===== src/hdl/scm_pkg.sv =====
// Shared types, codes and the key translation table of the keyboard converter.
`timescale 1ns / 1ps

package scm_pkg;

  // Key FIFO sizing
  localparam int FIFO_DEPTH = 32;
  localparam int PTR_W      = $clog2(FIFO_DEPTH);
  localparam int CNT_W      = $clog2(FIFO_DEPTH + 1);

  // Configuration register indexes
  localparam int CFG_IDX_W = 1;
  localparam logic [CFG_IDX_W-1:0] CFG_INQUIRY_TIMEOUT = 1'd0;
  localparam logic [CFG_IDX_W-1:0] CFG_MODEL_REPLY     = 1'd1;
  localparam logic [7:0] RST_INQUIRY_TIMEOUT = 8'd6;
  localparam logic [7:0] RST_MODEL_REPLY     = 8'd9;

  // Input channel command field
  localparam logic [1:0] CMD_SCAN = 2'd0;
  localparam logic [1:0] CMD_HOST = 2'd1;
  localparam logic [1:0] CMD_TICK = 2'd2;

  // Host command bytes and replies
  localparam logic [7:0] HOST_INQUIRY = 8'h10;
  localparam logic [7:0] HOST_INSTANT = 8'h14;
  localparam logic [7:0] HOST_MODEL   = 8'h16;
  localparam logic [7:0] HOST_TEST    = 8'h36;
  localparam logic [7:0] NULL_REPLY   = 8'h7B;
  localparam logic [7:0] TEST_REPLY   = 8'h7D;

  // Scan bytes
  localparam logic [7:0] SCAN_E0        = 8'hE0;
  localparam logic [7:0] SCAN_E1        = 8'hE1;
  localparam logic [7:0] SCAN_RCTRL     = 8'h1D;
  localparam logic [7:0] SCAN_RCTRL_BRK = 8'h9D;
  localparam logic [7:0] SCAN_WIN       = 8'h5B;
  localparam logic [7:0] SCAN_WIN_BRK   = 8'hDB;
  localparam logic [7:0] MAP_WIN        = 8'h3B;
  localparam logic [7:0] MAP_WIN_BRK    = 8'hBB;
  localparam logic [7:0] SCAN_CAPS      = 8'h3A;
  localparam logic [7:0] SCAN_CAPS_BRK  = 8'hBA;
  localparam logic [6:0] LOW_NONE       = 7'd0;
  localparam logic [6:0] LOW_ESC        = 7'd1;
  localparam logic [6:0] LOW_GRAVE      = 7'd41;
  localparam logic [6:0] LOW_KP_STAR    = 7'd55;
  localparam logic [6:0] LOW_ALT        = 7'd56;
  localparam logic [6:0] LOW_LAST       = 7'd59;

  // Classified operation passed from front to back
  typedef enum logic [2:0] {
    OP_NONE    = 3'd0,
    OP_SCAN    = 3'd1,
    OP_TICK    = 3'd2,
    OP_INQUIRY = 3'd3,
    OP_INSTANT = 3'd4,
    OP_MODEL   = 3'd5,
    OP_TEST    = 3'd6
  } op_kind_t;

  typedef struct packed {
    op_kind_t   kind;
    logic [7:0] data;
  } op_t;

  // Prefix tracker states
  typedef enum logic [3:0] {
    PFX_NORMAL = 4'b0001,
    PFX_E0     = 4'b0010,
    PFX_E1     = 4'b0100,
    PFX_SKIP   = 4'b1000
  } pfx_state_t;

  // Set-1 make code (1..59) to host key code
  localparam logic [7:0] KEY_ROM [0:58] = '{
    8'h7B, 8'h25, 8'h27, 8'h29, 8'h2B, 8'h2F, 8'h2D, 8'h35, 8'h39, 8'h33,
    8'h3B, 8'h37, 8'h31, 8'h67, 8'h61, 8'h19, 8'h1B, 8'h1D, 8'h1F, 8'h23,
    8'h21, 8'h41, 8'h45, 8'h3F, 8'h47, 8'h43, 8'h3D, 8'h49, 8'h75, 8'h01,
    8'h03, 8'h05, 8'h07, 8'h0B, 8'h09, 8'h4D, 8'h51, 8'h4B, 8'h53, 8'h4F,
    8'h7B, 8'h71, 8'h55, 8'h0D, 8'h0F, 8'h11, 8'h13, 8'h17, 8'h5B, 8'h5D,
    8'h57, 8'h5F, 8'h59, 8'h71, 8'h7B, 8'h7B, 8'h63, 8'h73, 8'h6F
  };

  function automatic logic [7:0] key_lookup(input logic [6:0] low);
    logic [7:0] k;
    k = 8'h00;
    if (low != LOW_NONE && low <= LOW_LAST) begin
      k = KEY_ROM[6'(low - 7'd1)];
    end
    return k;
  endfunction

endpackage


===== src/hdl/scm_in_if.sv =====
// Input channel: command kind and data byte with valid/ready handshake.
`timescale 1ns / 1ps

interface scm_in_if;
  logic       valid;
  logic       ready;
  logic [1:0] command;
  logic [7:0] data_byte;

  modport source (output valid, output command, output data_byte, input ready);
  modport sink   (input valid, input command, input data_byte, output ready);
endinterface


===== src/hdl/scm_out_if.sv =====
// Result channel: reply byte with caps and queue status, valid/ready handshake.
`timescale 1ns / 1ps

interface scm_out_if;
  logic       valid;
  logic       ready;
  logic [7:0] reply_byte;
  logic       caps_lock_on;
  logic [5:0] keys_queued;

  modport source (output valid, output reply_byte, output caps_lock_on,
                  output keys_queued, input ready);
  modport sink   (input valid, input reply_byte, input caps_lock_on,
                  input keys_queued, output ready);
endinterface


===== src/hdl/scan_code_to_mac_keyboard_unit.sv =====
// Top level of the scan-code to host keyboard converter.
`timescale 1ns / 1ps

// The converter takes one transaction per clock on in_chan (scan byte, host
// command byte or timer tick) while out_chan does not stall and returns at
// most one reply on out_chan. A transaction is classified in a front
// register, passes through a two-entry operation queue and is carried out in
// the back stage, which updates the prefix tracker, caps latch and 32-entry
// key FIFO together and registers the reply; a transaction thus passes the
// front register, a queue slot and the reply register. With out_chan stalled
// behind a waiting reply, the front register and the queue take three more
// transactions before in_chan.ready drops.
// Registers are written on cfg_we: index 0 inquiry timeout in ticks, index 1
// model reply byte.

module scan_code_to_mac_keyboard_unit (
  input  logic                            clk,
  input  logic                            rst_n,
  input  logic                            cfg_we,
  input  logic [scm_pkg::CFG_IDX_W-1:0]   cfg_index,
  input  logic [7:0]                      cfg_wdata,
  scm_in_if.sink                          in_chan,
  scm_out_if.source                       out_chan
);

  logic         front_valid;
  logic         front_ready;
  scm_pkg::op_t front_op;
  logic         back_valid;
  logic         back_ready;
  scm_pkg::op_t back_op;

  scm_front u_front (
    .clk      (clk),
    .rst_n    (rst_n),
    .in_chan  (in_chan),
    .op_valid (front_valid),
    .op_ready (front_ready),
    .op       (front_op)
  );

  scm_queue u_queue (
    .clk        (clk),
    .rst_n      (rst_n),
    .push_valid (front_valid),
    .push_ready (front_ready),
    .push_op    (front_op),
    .pop_valid  (back_valid),
    .pop_ready  (back_ready),
    .pop_op     (back_op)
  );

  scm_back u_back (
    .clk       (clk),
    .rst_n     (rst_n),
    .cfg_we    (cfg_we),
    .cfg_index (cfg_index),
    .cfg_wdata (cfg_wdata),
    .op_valid  (back_valid),
    .op_ready  (back_ready),
    .op        (back_op),
    .out_chan  (out_chan)
  );

endmodule


===== src/hdl/scm_front.sv =====
// Front stage: accepts input transactions and classifies them into operations.
`timescale 1ns / 1ps

module scm_front (
  input  logic          clk,
  input  logic          rst_n,
  scm_in_if.sink        in_chan,
  output logic          op_valid,
  input  logic          op_ready,
  output scm_pkg::op_t  op
);

  logic         valid_r;
  scm_pkg::op_t op_r;
  scm_pkg::op_t op_nxt;

  // Classify the incoming transaction
  always_comb begin
    op_nxt.data = in_chan.data_byte;
    op_nxt.kind = scm_pkg::OP_NONE;
    case (in_chan.command)
      scm_pkg::CMD_SCAN: op_nxt.kind = scm_pkg::OP_SCAN;
      scm_pkg::CMD_TICK: op_nxt.kind = scm_pkg::OP_TICK;
      scm_pkg::CMD_HOST: begin
        case (in_chan.data_byte)
          scm_pkg::HOST_INQUIRY: op_nxt.kind = scm_pkg::OP_INQUIRY;
          scm_pkg::HOST_INSTANT: op_nxt.kind = scm_pkg::OP_INSTANT;
          scm_pkg::HOST_MODEL:   op_nxt.kind = scm_pkg::OP_MODEL;
          scm_pkg::HOST_TEST:    op_nxt.kind = scm_pkg::OP_TEST;
          default:               op_nxt.kind = scm_pkg::OP_NONE;
        endcase
      end
      default: op_nxt.kind = scm_pkg::OP_NONE;
    endcase
  end

  assign in_chan.ready = !valid_r || op_ready;
  assign op_valid      = valid_r;
  assign op            = op_r;

  // Hold the classified operation until the queue takes it
  always_ff @(posedge clk) begin
    if (!rst_n) begin
      valid_r <= 1'b0;
    end else if (in_chan.ready) begin
      valid_r <= in_chan.valid;
    end
  end

  always_ff @(posedge clk) begin
    if (in_chan.valid && in_chan.ready) begin
      op_r <= op_nxt;
    end
  end

endmodule


===== src/hdl/scm_queue.sv =====
// Two-entry operation queue between the front and back stages.
`timescale 1ns / 1ps

module scm_queue (
  input  logic          clk,
  input  logic          rst_n,
  input  logic          push_valid,
  output logic          push_ready,
  input  scm_pkg::op_t  push_op,
  output logic          pop_valid,
  input  logic          pop_ready,
  output scm_pkg::op_t  pop_op
);

  scm_pkg::op_t slot_r [0:1];
  logic         wr_r;
  logic         rd_r;
  logic [1:0]   cnt_r;
  logic         do_push;
  logic         do_pop;

  assign push_ready = (cnt_r != 2'd2);
  assign pop_valid  = (cnt_r != 2'd0);
  assign pop_op     = slot_r[rd_r];
  assign do_push    = push_valid && push_ready;
  assign do_pop     = pop_valid && pop_ready;

  // Advance pointers and occupancy
  always_ff @(posedge clk) begin
    if (!rst_n) begin
      wr_r  <= 1'b0;
      rd_r  <= 1'b0;
      cnt_r <= 2'd0;
    end else begin
      if (do_push) wr_r <= ~wr_r;
      if (do_pop)  rd_r <= ~rd_r;
      cnt_r <= cnt_r + {1'b0, do_push} - {1'b0, do_pop};
    end
  end

  always_ff @(posedge clk) begin
    if (do_push) begin
      slot_r[wr_r] <= push_op;
    end
  end

endmodule


===== src/hdl/scm_back.sv =====
// Back stage: prefix tracking, caps latch, key FIFO, host commands and replies.
`timescale 1ns / 1ps

module scm_back (
  input  logic                            clk,
  input  logic                            rst_n,
  input  logic                            cfg_we,
  input  logic [scm_pkg::CFG_IDX_W-1:0]   cfg_index,
  input  logic [7:0]                      cfg_wdata,
  input  logic                            op_valid,
  output logic                            op_ready,
  input  scm_pkg::op_t                    op,
  scm_out_if.source                       out_chan
);

  localparam int PW = scm_pkg::PTR_W;
  localparam int CW = scm_pkg::CNT_W;

  // Configuration
  logic [7:0] timeout_r;
  logic [7:0] model_reply_r;

  // Converter state
  scm_pkg::pfx_state_t prefix_r, prefix_nxt;
  logic          caps_r, caps_nxt;
  logic [7:0]    key_store [0:scm_pkg::FIFO_DEPTH-1];
  logic [PW-1:0] wr_ptr_r, wr_ptr_nxt;
  logic [PW-1:0] rd_ptr_r, rd_ptr_nxt;
  logic [CW-1:0] count_r, count_nxt;
  logic          awaiting_r, awaiting_nxt;
  logic [7:0]    wait_begin_r, wait_begin_nxt;
  logic [7:0]    tick_r, tick_nxt;

  // Result register
  logic       out_valid_r;
  logic [7:0] reply_r;
  logic       caps_out_r;
  logic [5:0] queued_r;

  // Scan decode
  scm_pkg::pfx_state_t scan_pfx;
  logic       scan_caps;
  logic       scan_push;
  logic [7:0] scan_key;
  logic [7:0] scan_byte;
  logic       scan_keep;
  logic [6:0] scan_low;

  logic       op_fire;
  logic       fifo_full;
  logic       do_push;
  logic       do_pop;
  logic       use_pop;
  logic       clear;
  logic       emit;
  logic [7:0] reply_nxt;
  logic [7:0] pop_val;
  logic [7:0] tick_inc;
  logic [7:0] elapsed;

  function automatic logic [PW-1:0] ptr_inc(input logic [PW-1:0] p);
    logic [PW-1:0] n;
    n = (p == PW'(scm_pkg::FIFO_DEPTH - 1)) ? '0 : p + 1'b1;
    return n;
  endfunction

  assign op_ready  = !out_valid_r || out_chan.ready;
  assign op_fire   = op_valid && op_ready;
  assign fifo_full = (count_r == CW'(scm_pkg::FIFO_DEPTH));
  assign tick_inc  = tick_r + 8'd1;
  assign elapsed   = tick_inc - wait_begin_r;

  // Decode a scan byte against the prefix state and caps latch
  always_comb begin
    scan_pfx  = scm_pkg::PFX_NORMAL;
    scan_keep = 1'b0;
    scan_byte = op.data;
    case (prefix_r)
      scm_pkg::PFX_SKIP: scan_keep = 1'b0;
      scm_pkg::PFX_E0: begin
        if (op.data == scm_pkg::SCAN_WIN) begin
          scan_byte = scm_pkg::MAP_WIN;
          scan_keep = 1'b1;
        end else if (op.data == scm_pkg::SCAN_WIN_BRK) begin
          scan_byte = scm_pkg::MAP_WIN_BRK;
          scan_keep = 1'b1;
        end else if (op.data == scm_pkg::SCAN_RCTRL || op.data == scm_pkg::SCAN_RCTRL_BRK) begin
          scan_keep = 1'b1;
        end
      end
      scm_pkg::PFX_E1: begin
        if (op.data == scm_pkg::SCAN_RCTRL || op.data == scm_pkg::SCAN_RCTRL_BRK) begin
          scan_pfx = scm_pkg::PFX_SKIP;
        end else if (op.data == scm_pkg::SCAN_E0) begin
          scan_pfx = scm_pkg::PFX_E0;
        end else begin
          scan_keep = 1'b1;
        end
      end
      scm_pkg::PFX_NORMAL: begin
        if (op.data == scm_pkg::SCAN_E1) begin
          scan_pfx = scm_pkg::PFX_E1;
        end else if (op.data == scm_pkg::SCAN_E0) begin
          scan_pfx = scm_pkg::PFX_E0;
        end else begin
          scan_keep = 1'b1;
        end
      end
      default: scan_keep = 1'b0;
    endcase

    // Drop caps break; toggle the latch on caps make
    scan_caps = caps_r;
    if (scan_keep && scan_byte == scm_pkg::SCAN_CAPS_BRK) begin
      scan_keep = 1'b0;
    end
    if (scan_keep && scan_byte == scm_pkg::SCAN_CAPS) begin
      scan_caps = ~caps_r;
      scan_byte = scan_caps ? scm_pkg::SCAN_CAPS : scm_pkg::SCAN_CAPS_BRK;
    end

    scan_low  = scan_byte[6:0];
    scan_push = scan_keep
             && scan_low != scm_pkg::LOW_NONE && scan_low != scm_pkg::LOW_ESC
             && scan_low != scm_pkg::LOW_GRAVE && scan_low != scm_pkg::LOW_KP_STAR
             && scan_low != scm_pkg::LOW_ALT && scan_low <= scm_pkg::LOW_LAST;
    scan_key  = scm_pkg::key_lookup(scan_low) | {scan_byte[7], 7'd0};
  end

  // Oldest key, with bypass of a key pushed into an empty FIFO
  assign pop_val = (count_r != '0) ? key_store[rd_ptr_r]
                 : (do_push ? scan_key : scm_pkg::NULL_REPLY);

  // Carry out one operation
  always_comb begin
    prefix_nxt     = prefix_r;
    caps_nxt       = caps_r;
    awaiting_nxt   = awaiting_r;
    wait_begin_nxt = wait_begin_r;
    tick_nxt       = tick_r;
    do_push        = 1'b0;
    do_pop         = 1'b0;
    use_pop        = 1'b0;
    clear          = 1'b0;
    emit           = 1'b0;
    reply_nxt      = scm_pkg::TEST_REPLY;
    if (op_fire) begin
      case (op.kind)
        scm_pkg::OP_SCAN: begin
          prefix_nxt = scan_pfx;
          caps_nxt   = scan_caps;
          do_push    = scan_push && !fifo_full;
          if (awaiting_r && (count_r != '0 || do_push)) begin
            awaiting_nxt = 1'b0;
            do_pop       = 1'b1;
            use_pop      = 1'b1;
            emit         = 1'b1;
          end
        end
        scm_pkg::OP_TICK: begin
          tick_nxt = tick_inc;
          if (awaiting_r && elapsed >= timeout_r) begin
            awaiting_nxt = 1'b0;
            do_pop       = (count_r != '0);
            use_pop      = 1'b1;
            emit         = 1'b1;
          end
        end
        scm_pkg::OP_INQUIRY: begin
          if (!awaiting_r) begin
            if (count_r != '0 || timeout_r == 8'd0) begin
              do_pop  = (count_r != '0);
              use_pop = 1'b1;
              emit    = 1'b1;
            end else begin
              awaiting_nxt   = 1'b1;
              wait_begin_nxt = tick_r;
            end
          end
        end
        scm_pkg::OP_INSTANT: begin
          if (!awaiting_r) begin
            do_pop  = (count_r != '0);
            use_pop = 1'b1;
            emit    = 1'b1;
          end
        end
        scm_pkg::OP_MODEL: begin
          if (!awaiting_r) begin
            clear      = 1'b1;
            caps_nxt   = 1'b0;
            prefix_nxt = scm_pkg::PFX_NORMAL;
            reply_nxt  = model_reply_r;
            emit       = 1'b1;
          end
        end
        scm_pkg::OP_TEST: begin
          if (!awaiting_r) begin
            reply_nxt = scm_pkg::TEST_REPLY;
            emit      = 1'b1;
          end
        end
        default: emit = 1'b0;
      endcase
    end
    if (use_pop) reply_nxt = pop_val;
  end

  // Next FIFO pointers and occupancy
  always_comb begin
    if (clear) begin
      wr_ptr_nxt = '0;
      rd_ptr_nxt = '0;
      count_nxt  = '0;
    end else begin
      wr_ptr_nxt = do_push ? ptr_inc(wr_ptr_r) : wr_ptr_r;
      rd_ptr_nxt = do_pop ? ptr_inc(rd_ptr_r) : rd_ptr_r;
      count_nxt  = count_r + CW'(do_push) - CW'(do_pop);
    end
  end

  // Configuration writes
  always_ff @(posedge clk) begin
    if (!rst_n) begin
      timeout_r     <= scm_pkg::RST_INQUIRY_TIMEOUT;
      model_reply_r <= scm_pkg::RST_MODEL_REPLY;
    end else if (cfg_we) begin
      case (cfg_index)
        scm_pkg::CFG_INQUIRY_TIMEOUT: timeout_r     <= cfg_wdata;
        scm_pkg::CFG_MODEL_REPLY:     model_reply_r <= cfg_wdata;
        default: ;
      endcase
    end
  end

  // Update converter state
  always_ff @(posedge clk) begin
    if (!rst_n) begin
      prefix_r     <= scm_pkg::PFX_NORMAL;
      caps_r       <= 1'b0;
      wr_ptr_r     <= '0;
      rd_ptr_r     <= '0;
      count_r      <= '0;
      awaiting_r   <= 1'b0;
      wait_begin_r <= 8'd0;
      tick_r       <= 8'd0;
    end else begin
      prefix_r     <= prefix_nxt;
      caps_r       <= caps_nxt;
      wr_ptr_r     <= wr_ptr_nxt;
      rd_ptr_r     <= rd_ptr_nxt;
      count_r      <= count_nxt;
      awaiting_r   <= awaiting_nxt;
      wait_begin_r <= wait_begin_nxt;
      tick_r       <= tick_nxt;
    end
  end

  // Write the key store
  always_ff @(posedge clk) begin
    if (do_push) begin
      key_store[wr_ptr_r] <= scan_key;
    end
  end

  // Hold the reply until the host side takes it
  always_ff @(posedge clk) begin
    if (!rst_n) begin
      out_valid_r <= 1'b0;
    end else if (emit) begin
      out_valid_r <= 1'b1;
    end else if (out_chan.ready) begin
      out_valid_r <= 1'b0;
    end
  end

  always_ff @(posedge clk) begin
    if (emit) begin
      reply_r    <= reply_nxt;
      caps_out_r <= caps_nxt;
      queued_r   <= 6'(count_nxt);
    end
  end

  assign out_chan.valid        = out_valid_r;
  assign out_chan.reply_byte   = reply_r;
  assign out_chan.caps_lock_on = caps_out_r;
  assign out_chan.keys_queued  = queued_r;

  // Checks
  a_count_bound: assert property (@(posedge clk) disable iff (!rst_n)
    count_r <= CW'(scm_pkg::FIFO_DEPTH))
    else $error("key FIFO occupancy above depth");

  a_wait_empty: assert property (@(posedge clk) disable iff (!rst_n)
    awaiting_r |-> (count_r == '0))
    else $error("inquiry waiting while keys are queued");

  a_ptr_match: assert property (@(posedge clk) disable iff (!rst_n)
    (count_r == '0 || count_r == CW'(scm_pkg::FIFO_DEPTH)) |-> (wr_ptr_r == rd_ptr_r))
    else $error("FIFO pointers disagree with occupancy");

  a_model_clear: assert property (@(posedge clk) disable iff (!rst_n)
    (op_fire && op.kind == scm_pkg::OP_MODEL && !awaiting_r)
      |=> (count_r == '0 && !caps_r && prefix_r == scm_pkg::PFX_NORMAL))
    else $error("model command did not clear converter state");

endmodule


===== src/flat_wrapper.sv =====
// flat-port wrapper written by rule: the top's interface ports become plain ports
module scan_code_to_mac_keyboard_unit_flat 
  (clk, rst_n, cfg_we, cfg_index, cfg_wdata, in_chan_valid, in_chan_command, in_chan_data_byte, in_chan_ready, out_chan_valid, out_chan_reply_byte, out_chan_caps_lock_on, out_chan_keys_queued, out_chan_ready);
  scm_in_if in_chan_i ();
  scm_out_if out_chan_i ();
  input  logic clk;
  input  logic rst_n;
  input  logic cfg_we;
  input  logic [scm_pkg::CFG_IDX_W-1:0] cfg_index;
  input  logic [7:0] cfg_wdata;
  input wire logic [$bits(in_chan_i.valid)-1:0] in_chan_valid;
  input wire logic [$bits(in_chan_i.command)-1:0] in_chan_command;
  input wire logic [$bits(in_chan_i.data_byte)-1:0] in_chan_data_byte;
  output wire logic [$bits(in_chan_i.ready)-1:0] in_chan_ready;
  output wire logic [$bits(out_chan_i.valid)-1:0] out_chan_valid;
  output wire logic [$bits(out_chan_i.reply_byte)-1:0] out_chan_reply_byte;
  output wire logic [$bits(out_chan_i.caps_lock_on)-1:0] out_chan_caps_lock_on;
  output wire logic [$bits(out_chan_i.keys_queued)-1:0] out_chan_keys_queued;
  input wire logic [$bits(out_chan_i.ready)-1:0] out_chan_ready;
  assign in_chan_i.valid = in_chan_valid;
  assign in_chan_i.command = in_chan_command;
  assign in_chan_i.data_byte = in_chan_data_byte;
  assign in_chan_ready = in_chan_i.ready;
  assign out_chan_valid = out_chan_i.valid;
  assign out_chan_reply_byte = out_chan_i.reply_byte;
  assign out_chan_caps_lock_on = out_chan_i.caps_lock_on;
  assign out_chan_keys_queued = out_chan_i.keys_queued;
  assign out_chan_i.ready = out_chan_ready;
  scan_code_to_mac_keyboard_unit u_core (.clk(clk), .rst_n(rst_n), .cfg_we(cfg_we), .cfg_index(cfg_index), .cfg_wdata(cfg_wdata), .in_chan(in_chan_i), .out_chan(out_chan_i));
endmodule

===== config.mk =====
export PLATFORM = sky130hd
export DESIGN_NAME = scan_code_to_mac_keyboard_unit_flat
export DESIGN_NICKNAME = d
export VERILOG_FILES = /design/src/hdl/scm_pkg.sv /design/src/hdl/scm_in_if.sv /design/src/hdl/scm_out_if.sv /design/src/hdl/scan_code_to_mac_keyboard_unit.sv /design/src/hdl/scm_front.sv /design/src/hdl/scm_queue.sv /design/src/hdl/scm_back.sv /design/src/flat_wrapper.sv
export SDC_FILE = /design/constraint.sdc
export NUM_CORES = 1
export LEC_CHECK = 0
export ABC_CLOCK_PERIOD_IN_PS = 7500
export BUFFER_PORTS_ARGS = -buffer_cell sky130_fd_sc_hd__buf_2
export CAP_MARGIN = 30
export CORE_UTILIZATION = 55
export CTS_BUF_LIST = sky130_fd_sc_hd__clkbuf_8
export CTS_CLUSTER_SIZE = 28
export DETAILED_ROUTE_END_ITERATION = 8
export HOLD_SLACK_MARGIN = 0.03
export PLACE_DENSITY = 0.72
export SLEW_MARGIN = 20
export SYNTH_ARGS = -nofsm -noshare
export SYNTH_HDL_FRONTEND = slang
export SYNTH_HIERARCHICAL = 1
export SYNTH_SLANG_ARGS = --single-unit

===== constraint.sdc =====
create_clock -name clk -period 7.5 [get_ports clk]
set_clock_uncertainty 0.1 [all_clocks]
set_input_delay 0.375 -clock clk [delete_from_list [all_inputs] [get_ports clk]]
set_output_delay 0.375 -clock clk [all_outputs]
set_load 0.005 [all_outputs]

# ---- Word-level counts from Yosys, hierarchy flattened
# Memories as Yosys holds them, arrays and structs flattened. A register that Yosys moved wholly into a read port is not among the register bits.
# Index checks and enable logic that the tools add are counted.
dict set report word_totals {
  memories 3
  latchBits 0
  regBits 86
  output_inout_bits 17
  romBits 512
  mem_bits_rw 278
  input_bits 24
  elab_cells 188
}
dict set report classes {
  shift 0
  multipliers 0
  magnitude_cmp 3
  n_div 0
  n_mux 71
  add_sub_neg 9
  eq_ne 34
  n_reduce_logical 39
  n_bitwise 9
}
# name depth word_bits rd rd_clocked_by_memory_dff wr line
set memory_table {}
lappend memory_table {{(name not given)} 64 8 1 0 0 scm_pkg.sv:87} ;# k = KEY_ROM[6'(low - 7'd1)];
lappend memory_table {u_core.u_back.key_store 32 8 1 1 1 scm_back.sv:26} ;# logic [7:0] key_store [0:scm_pkg::FIFO_DEPTH-1];
lappend memory_table {u_core.u_queue.slot_r 2 11 1 1 1 scm_queue.sv:15} ;# scm_pkg::op_t slot_r [0:1];
# op count
set op_table {}
lappend op_table {{two-way mux 8 bit} 14}
lappend op_table {{equality test 8 bit (second input constant)} 5}
lappend op_table {{two-way mux 1 bit} 38}
lappend op_table {{equality test 8 x 5 -> 1 bit (second input constant)} 4}
lappend op_table {{inequality test 7 x 6 -> 1 bit (second input constant)} 3}
lappend op_table {{two-way mux 5 bit} 4}
lappend op_table {{equality test 8 x 6 -> 1 bit (second input constant)} 2}
lappend op_table {{case mux 4 bit (2 select lines)} 2}
lappend op_table {{logical AND 1 bit} 15}
lappend op_table {{case mux 1 bit (4 select lines)} 3}
lappend op_table {{case mux 3 bit (4 select lines)} 1}
lappend op_table {{adder 5 x 1 -> 5 bit (second input constant)} 2}
lappend op_table {{equality test 5 bit (second input constant)} 2}
lappend op_table {{equality test 3 bit (second input constant)} 3}
lappend op_table {{case mux 3 bit (3 select lines)} 1}
lappend op_table {{adder 8 x 1 -> 8 bit (second input constant)} 1}
lappend op_table {{equality test 8 x 7 -> 1 bit (second input constant)} 1}
lappend op_table {{>= comparator 8 bit} 1}
lappend op_table {{zero test 8 bit} 1}
lappend op_table {{two-way mux 4 bit} 2}
lappend op_table {{inequality test 2 bit (second input constant)} 4}
lappend op_table {{OR 8 bit} 1}
lappend op_table {{AND reduction 4 bit} 2}
lappend op_table {{subtractor 8 bit} 1}
lappend op_table {{34 further kinds} 52}

# ---- Longest topological paths before layout
# Gate-level depths: netlist of the first run.
dict set report depth {
  ltp_word 25
  mapped_depth 26
  depth_no_buf 26
}

# ---- Hierarchy
# The synthesis of the first run kept the hierarchy.
# mod cells_each area_per_inst_um2 seq_area_each_um2 n_inst
set modules_own_cells {}
lappend modules_own_cells {scm_back 1063 15194.6 9339.0 1}
lappend modules_own_cells {scm_queue 64 1049.8 760.7 1}
lappend modules_own_cells {scm_front 30 459.2 350.3 1}

# ---- Least setup slack after synthesis of the first run
# No wires, ideal clock.
dict set report synth_timing {
  path_kind {register -> register}
  startpoint {reg u_core.u_back.tick_r[0]}
  endpoint {reg u_core.u_back.queued_r[4], in the netlist u_core/u_back/out_chan.keys_queued[4] (data pin)}
  required_time_ps 7145
  synth_period_minus_slack_ps 5198
  t_arrival_ps 4843
  slack_ps 2302
  setup_time_ps 255
  n_path_buf 0
  path_stages_with_launch 27
  path_cell_list {dfxtp_1 ha_1 ha_1 nor2b_1 o21ai_0 a21boi_0 o21ai_0 nand2b_1 a21o_1 a21oi_1 xnor2_1 ha_1 a2111oi_0 nand2_1 a41oi_1 o21ai_0 o31ai_1 o32ai_4 ha_1 inv_1 ha_1 fa_1 a21oi_1 nor2_1 nor2_1 xnor2_1 and2_1}
}
dict set report synth_between {
  elab_chain_cells 9
}
# item line
set synth_rtl {}
lappend synth_rtl {{start, declared} scm_back.sv:32} ;# logic [7:0] tick_r, tick_nxt;
lappend synth_rtl {{start signal, assigned} scm_back.sv:255} ;# tick_r <= tick_nxt;
lappend synth_rtl {{adder 8 x 1 -> 8 bit} scm_back.sv:70} ;# assign tick_inc = tick_r + 8'd1;
lappend synth_rtl {{via u_core.u_back.tick_inc[1]} scm_back.sv:58} ;# logic [7:0] tick_inc;
lappend synth_rtl {{subtractor 8 bit} scm_back.sv:71} ;# assign elapsed = tick_inc - wait_begin_r;
lappend synth_rtl {{>= comparator 8 bit} scm_back.sv:162} ;# if (awaiting_r && elapsed >= timeout_r) begin
lappend synth_rtl {{logical AND 1 bit} scm_back.sv:162}
lappend synth_rtl {{two-way mux 1 bit} scm_back.sv:162}
lappend synth_rtl {{case mux 1 bit (4 select lines)} scm_back.sv:148} ;# case (op.kind)
lappend synth_rtl {{two-way mux 1 bit} scm_back.sv:147} ;# if (op_fire) begin
lappend synth_rtl {{subtractor 6 x 1 -> 6 bit} scm_back.sv:218} ;# count_nxt = count_r + CW'(do_push) - CW'(do_pop);
lappend synth_rtl {{two-way mux 6 bit} scm_back.sv:211} ;# if (clear) begin
lappend synth_rtl {{via u_core.u_back.count_nxt[4]} scm_back.sv:29} ;# logic [CW-1:0] count_r, count_nxt;
lappend synth_rtl {{end signal, assigned} scm_back.sv:281} ;# queued_r <= 6'(count_nxt);
lappend synth_rtl {{end, declared} scm_back.sv:38} ;# logic [5:0] queued_r;
# The timed path passes the listed nets, and every way through them passes these cells.
# A chain may end at the register's enable or synchronous reset.

# ---- Worst setup path in the final report of the first run
# Ends and elaborated chain as after synthesis.

==> results, run 1 <==
- The count of buffers from port buffering is 40.
- The residual overflow from global routing is 0.
- The summed area of non-filler cells in the final layout is 18,670 um^2.
- The total clock buffers created by CTS is 56.
- Yosys attributes the largest share of cell area to edfxtp_1 55%, mux4_2 11%, dfxtp_1 7.9%.
- The worst path required time is 7.75 ns.
- The detailed router finished its first iteration with 931 violations.
- The final-report setup violation count is 0.
- The share of async-settable or async-resettable flops after synthesis is 0.
- Dividing the detail-routed wire length by the instance count gives 21.71 um.
- The DRC violations left is 0.
- The achievable clock frequency is 169.0 MHz.
- Across the run, the number of max-cap violations was 0.
- The initial antenna violation count is 0.
- The number of instances in the placed design is 1,547.
- Counting flops with a built-in enable in the synthesized netlist gives 304.
- In this run the static leakage power is 6.281 nW.
- The worst slew margin relative to its limit is 0.3574.
- The later-pin clock latency in the skew report is 0.61 ns.
- The synthesized design contains 370 register bits.
- The design draws 5.779 mW.
- Leaving out filler cells and counting taps, the final layout contains 1,668.
- The endpoint class of the critical path is a flop.
- The final period demand of the worst path is 5.916 ns.
- The floorplan has 63 rows.
- For the final routed database, the setup TNS stands at 0 ns.
- Entering global routing, the biggest net connects 65 pins.
- The total of cells resized after clock tree synthesis is 0.
- The number of warnings reported in the yosys synthesis log is 6.
- Across every metal layer, demand over resource in global routing totals 0.2379.
- Counting instances in the post-synthesis netlist gives the leading cell types as 304 x edfxtp_1, 98 x nor2_1, 79 x mux4_2.
- In this run the number of H-tree levels came out at 2.
- Across the VDD grid, the largest voltage drop is 0.1650 mV.
- The critical path is of the flop to flop type.
- After technology mapping, the gate count stands at 1,157.
- Timing analysis after detailed placement gives a worst setup slack of 1.732 ns.
- The number of global-route vias before repair is 10.09k.
- The die span in y is 176.3 um.
- The run finished with clean final reports.
- The worst setup path is launched from a flop.
- The synthesized net count is 1,226.
- The die is 176.3 um wide.
- The count of nets left with antenna violations once routing finished came out at 0.
- The measured slew at the worst slew-check pin is 0.9640 ns.
- The final hold violation count was 0.
- The buffer count from post-CTS setup fixing is 0.
- The number of buffers on the longest clock path is 3.
- The most common flop cell mapped by yosys is edfxtp_1.
- For this design, the sink count on the clock tree is 370.
- The routed layout has 10.15k vias.
- The routed design has 36,210 um of wire.
- The core region is 29,800 um^2.
- Fill cells in the final layout number 2,269.
- In this run, distinct cell masters in the synthesized netlist total 87.
- The most common cell in the netlist is edfxtp_1.
- The final critical-path setup slack is 1.584 ns.
- The clock-pin transition on the worst setup and hold timing paths is 0.06 ns.
- The area of the die is 31,070 um^2.
- In this run the clock root is driven by a clkbuf_8.
- The first global-routing pass estimated 56,170 um of wire.
- Averaged over all synthesized cells, the footprint is 14.44 um^2.
- The share of synthesized area in the top cell type comes to 0.5465.
- Detailed placement ended at an HPWL of 23,360 um.
- The slowest cell on the critical path is o31ai_1.
- Using the TritonRoute via totals, the vias-per-cell ratio works out to 6.082.
- The cell type contributing the most total cell area after synthesis is edfxtp_1.
- The number of top-level pins is 41.
- The number of hold buffers added after cts is 19.
- Setup repair after global routing left no endpoint under its margin.
- In this design, the stage delay of the slowest critical-path cell is 0.48 ns.
- The share of post-route cells with drive strength above 1 is 0.1925.
- At the worst endpoint, the arrival time is 6.17 ns.
- The cell area after placement is 17,320 um^2.
- Measured on the finished design, the core utilization comes to 0.6267.
- The number of antenna cells inserted is 0.
- The kind of cell with the highest combined delay on the critical path is compound AO/OA/AOI/OAI gates.
- The class of the worst hold path is input port to flop.
- For this run, the register share of the synthesized area comes to 0.6256.
- Compared with the post-synthesis result, the final layout area differs by 11.80%.
- The most numerous cell type found on the critical path is ha_1.
- For this run, the post-layout net count is 1,305.
- The worst path buffer plus inverter count is 1.
- Dividing the final minimum period by the clock period gives 0.7888.
- The power density over cell area is 309.5 nW/um^2.
- Hold timing on the final database bottoms out at a slack of 0.09978 ns.
- TritonCTS built the clock tree.
- The cell area after synthesis is 16,700 um^2.
- For this configuration, the core starts out at a cell density of 0.5606.
- The max-slew violation total from the final report came to 0.
- Along the worst path, the maximum fanout reaches 7.
- The weighted congestion at the end of routability-driven global placement is 0.9613.
- The number of optimization iterations in the first detailed-route pass is 5.
[layout make-up]
type | instances | area, um^2 | area share
clock inverter | 43 | 345.3 | 0.01849
sequential | 370 | 10460 | 0.5599
tap | 390 | 488.0 | 0.02613
inverter | 46 | 172.7 | 0.009246
multi-input combinational | 686 | 5853 | 0.3134
clock buffer | 57 | 784.5 | 0.04201
timing repair buffer | 76 | 575.6 | 0.03082
[placed cells by master, fill, tap and decap left out, types with 5 or more instances in the layout]
master         netlist  routed
clkinv_1             1      13
dfxtp_1             66      64
o211ai_1             6       6
and2_1              13      13
nand2_1             71      71
mux2i_1             25      25
o22ai_1              6       6
buf_4                1      11
a21oi_1             53      52
a31oi_1              9       9
nand3b_1            10      10
xnor2_1             21      21
mux4_2              79      79
dlygate4sd3_1        0      19
nor3_1              20      20
nand3_1             19      19
o21ai_0             34      34
xor2_1              10      10
buf_8                0       5
clkbuf_8             0      57
mux2_2              11      11
nor4_1               7       7
o31ai_1              7       7
inv_1               45      58
nor2b_1             12      12
bufinv_16            0       5
or3_1                8       8
and3_1              12      12
nor2_1              98      97
nand2b_1            14      14
ha_1                43      43
clkinv_2             0       8
edfxtp_1           304     304
buf_2               12      40
[power breakdown]
group,total [mW],leakage [nW],switching [mW],internal [mW]
clock,1.66,0.625,0.770,0.889
combinational,1.50,2.34,0.996,0.507
sequential,2.62,3.31,0.0520,2.56
[state kept, by name (all words and copies together), names as in the netlist, 5 cells and up, named ones only]
name,cells
u_core/u_back/wr_ptr_r,5
u_core/u_back/out_chan.keys_queued,6
u_core/u_back/tick_r,8
u_core/u_back/key_store,256
u_core/u_back/timeout_r,8
u_core/u_back/model_reply_r,8
u_core/u_queue/slot_r,22
u_core/u_back/wait_begin_r,8
u_core/u_back/out_chan.reply_byte,8
u_core/u_front/op,11
u_core/u_back/rd_ptr_r,5
u_core/u_back/count_r,6
[cell families (layout without fill, tap and decap cells)]
family	count (synthesis)	in the layout	share of synthesized area
adder cells (fa/ha/maj)	45	45	0.03461
flip-flops	370	370	0.6256
multiplexers	115	115	0.1289
XOR/XNOR	31	31	0.01625
buffers and inverters	101	222	0.02434
AND/OR/NAND/NOR	318	318	0.09798
AO/OA/AOI/OAI	177	177	0.07229
[worst register-to-register path, cell delays in order, from the launching register on]
cell,delay (ns)
dfxtp_1,0.42
ha_1,0.29
ha_1,0.27
nor2b_1,0.13
o21ai_0,0.22
a21boi_0,0.17
o21ai_0,0.19
nand2b_1,0.12
a21o_1,0.19
a21oi_1,0.16
xnor2_1,0.10
ha_1,0.20
a2111oi_0,0.30
nand2_1,0.09
a41oi_1,0.23
o21ai_0,0.23
o31ai_1,0.48
o32ai_4,0.25
ha_1,0.34
inv_1,0.04
ha_1,0.20
fa_1,0.41
a21oi_1,0.16
nor2_1,0.05
nor2_1,0.11
xnor2_1,0.08
and2_1,0.15
[worst paths after layout]
check                                                           from                                         endpoint  slack, ns  cells after the start
worst max-delay path            u_core/u_back/tick_r[0]$_SDFFE_PN0P_  u_core/u_back/out_chan.keys_queued[4]$_DFFE_PP_       1.58                     26
worst min-delay path                                           rst_n      u_core/u_back/model_reply_r[3]$_SDFFE_PN1P_        0.1                      2
worst max register to register  u_core/u_back/tick_r[0]$_SDFFE_PN0P_  u_core/u_back/out_chan.keys_queued[4]$_DFFE_PP_       1.58                     26
worst min register to register        u_core/u_front/op[1]$_DFFE_PP_            u_core/u_queue/slot_r[1][1]$_DFFE_PP_       0.36                      0
[metal layers]
layer / wire length, um / up-vias / global-route usage
li1: - / 4624 / -
met1: 16070 / 5058 / 0.3389
met2: 17160 / 400 / 0.3850
met3: 2249 / 63 / 0.03187
met4: 730 / 0 / 0.06884
met5: 0 / - / 0
(Power assumes the default switching activity.)
==> run 2: changes to the inputs <==
- ABC_CLOCK_PERIOD_IN_PS: 7500 -> 6100
- clock period: 7.5 -> 6.1 ns (I/O delays scaled with it)
==> run 2 against run 1 <==
First-iteration DRC count is 5.2% lower. Sequential power rose by 23%. Setup slack worse by 1.1 ns. Largest power group unchanged. Final cell count increased by 1.3%. Sequential share of layout area shrank 0.21 points. Worst hold slack got worse by 0.035 ns. Critical path depth unchanged. Global-route usage about the same.
==> results, run 2 (synthesis gave the netlist of run 1 again) <==
- The worst hold path depth is 4.
- The maximum vdd ir drop is 0.2332 mV.
- In this run the count of I/O pins placed on the die edge is 41.
- Leaving out fill and tap cells, the most frequent cell in the layout is edfxtp_1.
- After filler insertion, the fill cell instance count of the layout stands at 2,177.
- The number of optimization iterations in the first detailed-route pass is 6.
- The max-slew violation total from the final report is 0.
- The reg-to-reg endpoint is u_core/u_back/out_chan.keys_queued[4]$_DFFE_PP_.
- At the end of the flow, the number of nets in the layout was 1,318.
- The path with the worst hold slack has its endpoint at u_core/u_back/timeout_r[6]$_SDFFE_PN0P_.
- The number of standard-cell rows in the floorplan is 63.
- The number of buffers on the longest clock path is 3.
- The CTS tree is built.
- In this run the power density over the cells is 376.0 nW/um^2.
- The clock sink count is 370.
- After detailed routing, the average wire length per cell comes to 21.36 um.
- The net switching power is 2.240 mW.
- The clock network fraction of total power is 0.287.
- After legalization and detailed placement, the total HPWL measured 23,620 um.
- After detailed routing, the number of remaining DRC violations is 0.
- The die span in y is 176.3 um.
- Broken down by cell family, the worst path's largest delay share belongs to compound AO/OA/AOI/OAI gates.
- The deepest level of the CTS H-tree is 2.
- The endpoint class of the critical path is a flop.
- The first global-routing pass estimated 56,210 um of wire.
- Ranked by flip-flop count, first place goes to u_core/u_back/key_store.
- The initial antenna violation count is 0.
- The sequential cells in the finished layout cover a total of 10,460 um^2.
- Across the run, the number of max-cap violations was 0.
- Measured along the x axis, the die boundary spans 176.3 um.
- In the layout the commonest cells are 304 x edfxtp_1, 97 x nor2_1, 79 x mux4_2.
- Setup repair after global routing left no endpoint under its margin.
- Counting buffers and inverters, the worst setup path is 26 cells deep.
- The nature of the critical path startpoint is a flop.
- The startpoint of the most critical hold path is cfg_we.
- The final-report setup violation count is 0.
- On the critical path, the stage with the largest delay is an instance of fa_1.
- Counting cells, the worst reg-to-reg path comes to 26.
- The number of antenna diodes in the final layout is 0.
- The reg2reg setup slack is 0.52 ns.
- The share of post-route cells with drive strength above 1 is 0.1954.
- The delay contributed by the slowest stage of the critical path is 0.42 ns.
- The area of the placeable core is 29,800 um^2.
- Summed over all layers, the global routing overflow is 0.
- The area growth from synthesis to final layout is 12.22%.
- The weighted congestion at the end of routability-driven global placement is 0.9343.
- The power share of the combinational group is 0.257.
- In this run the static leakage power is 6.328 nW.
- The number of instances in the placed design is 1,552.
- The area of the die is 31,070 um^2.
- Along the worst path, the maximum fanout reaches 7.
- The final sum of negative setup slack is 0 ns.
- The final standard cell count with taps included and fillers excluded is 1,690.
- Counting both buffers and inverters, the worst setup path holds a total of 1.
- The all-layer global routing usage is 0.2383.
- The setup path with the least slack is of type flop to flop.
- The most critical setup path has its startpoint at u_core/u_back/tick_r[0]$_SDFFE_PN0P_.
- The internal power consumption is 4.807 mW.
- The startpoint of the most critical register-to-register path is u_core/u_back/tick_r[0]$_SDFFE_PN0P_.
- Entering global routing, the biggest net connects 35 pins.
- In the final layout, the multi-input gates occupy 5859 um^2.
- The register share of total power is 0.456.
- In the routed layout, each cell is associated on average with a via count of 6.033.
- Of the available clock period, the critical path in the final layout requires 0.9146.
- The final hold violation count is 0.
- The worst hold slack is 0.06508 ns.
- In this run the tightest slew margin relative to its limit is 0.3173.
- Among the stages of the critical path, the cell type that occurs most often is ha_1.
- Data on the critical path arrives at its endpoint at 5.86 ns.
- The later-pin clock latency in the skew report is 0.62 ns.
- The number of design-rule violations left by the first detailed-router iteration is 883.
- CTS placed an instance of clkbuf_8 at the clock tree root.
- The clock-pin transition on the worst setup and hold timing paths is 0.06 ns.
- In this run the tool buffered the top-level ports with 40 buffer cells.
- Summing over every cut layer, the via total after detailed routing is 10.20k.
- The completed layout was analyzed and its total power is 7.047 mW.
- The initial standard-cell utilization of the core is 0.5606.
- The number of global-route vias before repair is 10.03k.
- The detail route stage leaves a number of antenna-violating nets equal to 0.
- The worst path required time is 6.38 ns.
- The flow ran to the end, and the final reports show no timing, DRC or antenna violations.
- The register with the most flip-flops in the layout has 256 of them.
- The switching power as a share of total power is 0.3179.
- The routed design has 36,090 um of wire.
- The measured slew at the worst slew-check pin is 1.021 ns.
- The class of the worst hold path is input port to flop.
- The final period demand of the worst path is 5.579 ns.
- The total clock buffers created by CTS is 59.
- Derived from the worst setup path, the maximum achievable clock frequency is 179.2 MHz.
==> run 2: layout make-up <==
| type | count | area share |
|---|---|---|
| sequential | 370 | 0.5578 |
| clock buffer | 63 | 0.04626 |
| tap | 390 | 0.02603 |
| multi-input combinational | 686 | 0.3126 |
| timing repair buffer | 86 | 0.03338 |
| inverter | 46 | 0.009212 |
| clock inverter | 49 | 0.01475 |
==> run 2: stage by stage <==
stage          worst slack, ns  area, um^2  utilization
6_report                0.5210       18740       0.6291
5_1_grt                0.03589       18740       0.6291
4_1_cts                 0.2805       18730       0.6286
3_5_place_dp            0.3157       17340       0.5818
3_3_place_gp            0.5537       17290       0.5802
2_1_floorplan           0.9019       16700            -
==> run 2: timing repair <==
| item | 4_1_cts | 5_1_grt |
|---|---|---|
| gates resized for setup | 0 | 4 |
| hold buffers | 25 | 0 |
| hold endpoints to repair | 28 | 0 |
| setup endpoints to repair | 0 | 5 |
| setup buffers | 0 | 1 |
==> run 2: routing by layer <==
layer  track usage  vias to the layer above  wire (um)
li1              -                     4660          -
met1        0.3312                     5064      15560
met2        0.3827                      403      17200
met3       0.03596                       68       2362
met4       0.08841                        0        973
met5             0                        -          0
==> run 2: worst max-delay path by stage <==
stage | endpoint | slack, ns
after detailed placement | u_core/u_back/out_chan.keys_queued[4]$_DFFE_PP_ | 0.32
after global routing | u_core/u_back/out_chan.keys_queued[4]$_DFFE_PP_ | 0.04
after global placement | u_core/u_back/out_chan.keys_queued[4]$_DFFE_PP_ | 0.55
final | u_core/u_back/out_chan.keys_queued[4]$_DFFE_PP_ | 0.52
after CTS | u_core/u_back/out_chan.keys_queued[4]$_DFFE_PP_ | 0.28
after floorplan | u_core/u_back/out_chan.keys_queued[4]$_DFFE_PP_ | 0.90
==> run 2: tightest hold or removal path, cell delays in order <==
cell and delay (ns):
buf_2 0.10, nand2b_1 0.16, nand2_1 0.11, a21oi_1 0.05
==> run 2: power by group through the flow <==
stage	clock network [mW]	registers (mW)	logic (mW)
floorplan	0	3.24	1.22
global placement	0	3.28	1.72
detailed placement	0	3.27	1.77
CTS	2.07	3.22	1.79
global route	2.18	3.23	1.98
finish	2.02	3.22	1.81
==> run 3: changes to the inputs <==
- RECOVER_POWER: not set -> 25
==> run 3 against run 2 <==
Largest cell class unchanged. Core utilization fell by 0.13 points. Non-clock buffer count unchanged. The run now ends with capacitance limit, slew limit left. Final cell count unchanged. Combinational power about the same. Register-to-register slack worse by 0.02 ns.
==> results, run 3 (synthesis gave the netlist of run 1 again) <==
- The flow ran to the end, but the final reports show violations.
- The checks that failed: capacitance limit, slew limit.
- The library cell used most frequently in the layout, excluding fill and tap cells, is edfxtp_1.
- Adding up every negative setup slack in the final design gives 0 ns.
- STA puts the critical path data arrival time at 5.88 ns.
- The die covers 31,070 um^2.
- In the final layout, the share of cells above drive strength 1 is 0.1785.
- The post-detailed-routing wire length is 36,170 um.
- After detailed routing, the met2 layer carries 17,160 um of wire.
- TritonCTS built the clock tree.
- Clock tree synthesis selected as its root buffer the cell clkbuf_8.
- The measured slew at the worst slew-check pin is 1.572 ns.
- The DRC violations left is 0.
- The weighted congestion at the end of routability-driven global placement is 0.9343.
- The number of global-route vias before repair came to 10.03k.
- The net switching power is 2.241 mW.
- The tree built by TritonCTS fans out to 370 sinks.
- The max-slew violation total from the final report is 34.
- Leaving out fill and tap cells, the most frequent cells in the layout are 304 x edfxtp_1, 97 x nor2_1, 79 x mux4_2.
- The most numerous cell type found on the critical path is nor2_1.
- The number of standard-cell rows in the floorplan is 63.
- The die span in y is 176.3 um.
- The wire-length estimate of the detail-placed layout is 23,620 um.
- The worst path needs 5.597 ns of the cycle, external delays included.
- The initial antenna violation count was 0.
- Setup repair after global routing left no endpoint under its margin.
- The signal on the critical path passes through mux2_1 > nand4b_1 > nor3_1 > o22ai_1 > clkbuf_1 > o21a_1 > o211ai_4 > or2_0 > clkinv_1 > ha_1 > fa_1 > a21oi_1 > nor2_1 > nor2_1 > xnor2_1 > and2_1.
- The later-pin clock latency in the skew report is 0.62 ns.
- The flip-flop count of the largest register, all copies and words added is 256.
- In the detailed route, the total length drawn on met3 is 2372 um.
- In this run the tightest slew margin relative to its limit is -0.04770.
- In this run the remaining antenna-violating nets after routing total 0.
- Pin placement for this block handled 41 I/O pins.
- The internal power consumption is 4.796 mW.
- The final-report setup violation count is 0.
- The total overflow left after global routing is 0.
- The top register by number of flip-flops is u_core/u_back/key_store.
- The area growth from synthesis to final layout is 11.98%.
- The slowest stage of the critical path belongs to the cell mux2_1.
- In the final routed layout, each cell accounts on average for 21.40 um.
- The number of buffers on the longest clock path is 3.
- The share of total power dissipated in the clock network is 0.287.
- The net count of the finished layout is 1,318.
- The class of the worst hold path is input port to flop.
- The class of the most critical setup path is flop to flop.
- The final hold violation count came to 0.
- The total clock buffers created by CTS is 59.
- The power share of the combinational group is 0.256.
- For this run, the slowest stage of the critical path takes 0.83 ns.
- The routed metal-1 wirelength is 15,660 um.
- The largest fanout on the critical path is 30.
- From left edge to right edge, the die measures 176.3 um.
- Including well taps, the total number of placed cells is 1,552.
- Before antenna repair, the detailed router went through 5 iterations.
- The initial utilization of the core area, before any placement, comes to 0.5606.
- The via count is 10.17k.
- Power spread over the standard cell area amounts to 376.2 nW/um^2.
- The number of buffers and inverters on the critical path is 2.
- The register share of total power is 0.457.
- The clock-pin transition on the worst setup and hold timing paths is 0.06 ns.
- The endpoint class of the critical path is a flop.
- The all-layer global routing usage is 0.2383.
- Of the total power, the share spent switching nets is 0.3185.
- The first global-routing pass estimated 56,210 um of wire.
- Across the VDD grid, the largest voltage drop is 0.2328 mV.
- In the routed layout, each cell is associated on average with a via count of 6.020.
- Among cell families on the critical path, the largest total delay comes from simple AND/OR/NAND/NOR gates.
- The achievable clock frequency is 178.7 MHz.
- The count of buffers from port buffering is 40.
- The number of design-rule violations left by the first detailed-router iteration is 909.
- The share of the clock period used by the worst path after layout is 0.9176.
- Across the run, the number of max-cap violations was 1.
- The worst path required time is 6.38 ns.
- Leaving out filler cells and counting taps, the final layout contains 1,690.
- The reported leakage power is 6.272 nW.
- The area of the placeable core is 29,800 um^2.
- The largest net degree at the start of global routing is 35.
- The number of antenna diodes in the final layout is 0.
- Signal routing reaches up to met4.
- The nature of the critical path startpoint is a flop.
- The H-tree generated during clock tree synthesis spans 2 levels.
==> run 3: worst min-delay path, stage by stage <==
cell and delay [ns]:
buf_2 0.10, nand2b_1 0.16, nand2_1 0.11, a21oi_1 0.05
==> run 3: through the flow <==
| stage | setup WS, ns | area (um^2) | total power [mW] | hold WS, ns | util |
|---|---|---|---|---|---|
| floorplan | 0.9019 | 16700 | 4.466 | 0.3039 | - |
| global placement | 0.5537 | 17290 | 4.993 | 0.3286 | 0.5802 |
| detailed placement | 0.3157 | 17340 | 5.044 | 0.3346 | 0.5818 |
| CTS | 0.2805 | 18730 | 7.078 | 0.03359 | 0.6286 |
| global route | 0.02582 | 18710 | 7.369 | 0.05657 | 0.6278 |
| finish | 0.5028 | 18710 | 7.037 | 0.06683 | 0.6278 |
==> run 3: metal layers <==
layer	GRT usage	vias to the layer above
met3	0.03596	72
met4	0.08841	0
met5	0	-
met1	0.3312	5038
li1	-	4667
met2	0.3827	396
==> run 3: layout make-up <==
cell class                      count  area (um^2)
Multi-Input combinational cell    686         5852
Inverter                           46        172.7
Clock buffer                       63        867.1
Sequential cell                   370        10460
Clock inverter                     49        276.5
Tap cell                          390        488.0
Timing Repair Buffer               86        594.3
Fill cell                        2186        11090
==> run 3: path summary, 6_finish.rpt <==
kind / startpoint / to / slack (ns) / depth (start not counted)
worst max-delay path: flop / u_core/u_back/out_chan.keys_queued[4]$_DFFE_PP_ / 0.50 / 16
worst min-delay path: cfg_we / u_core/u_back/timeout_r[6]$_SDFFE_PN0P_ / 0.07 / 4
worst max register to register: flop / u_core/u_back/out_chan.keys_queued[4]$_DFFE_PP_ / 0.50 / 16
worst min register to register: u_core/u_front/op[4]$_DFFE_PP_ / u_core/u_queue/slot_r[0][4]$_DFFE_PP_ / 0.34 / 0
==> run 3: timing repair <==
action / in CTS / in global routing
hold buffers: 25 / 0
endpoints found under the setup margin: 0 / 5
gates resized for setup: 0 / 4
hold endpoints to repair: 28 / 0
setup buffers: 0 / 1
==> run 3: power groups by stage <==
stage / clock [mW] / sequential [mW] / combinational, mW
after CTS: 2.07 / 3.22 / 1.79
final: 2.02 / 3.22 / 1.80
after global placement: 0 / 3.28 / 1.72
after floorplan: 0 / 3.24 / 1.22
after global routing: 2.18 / 3.23 / 1.96
after detailed placement: 0 / 3.27 / 1.77
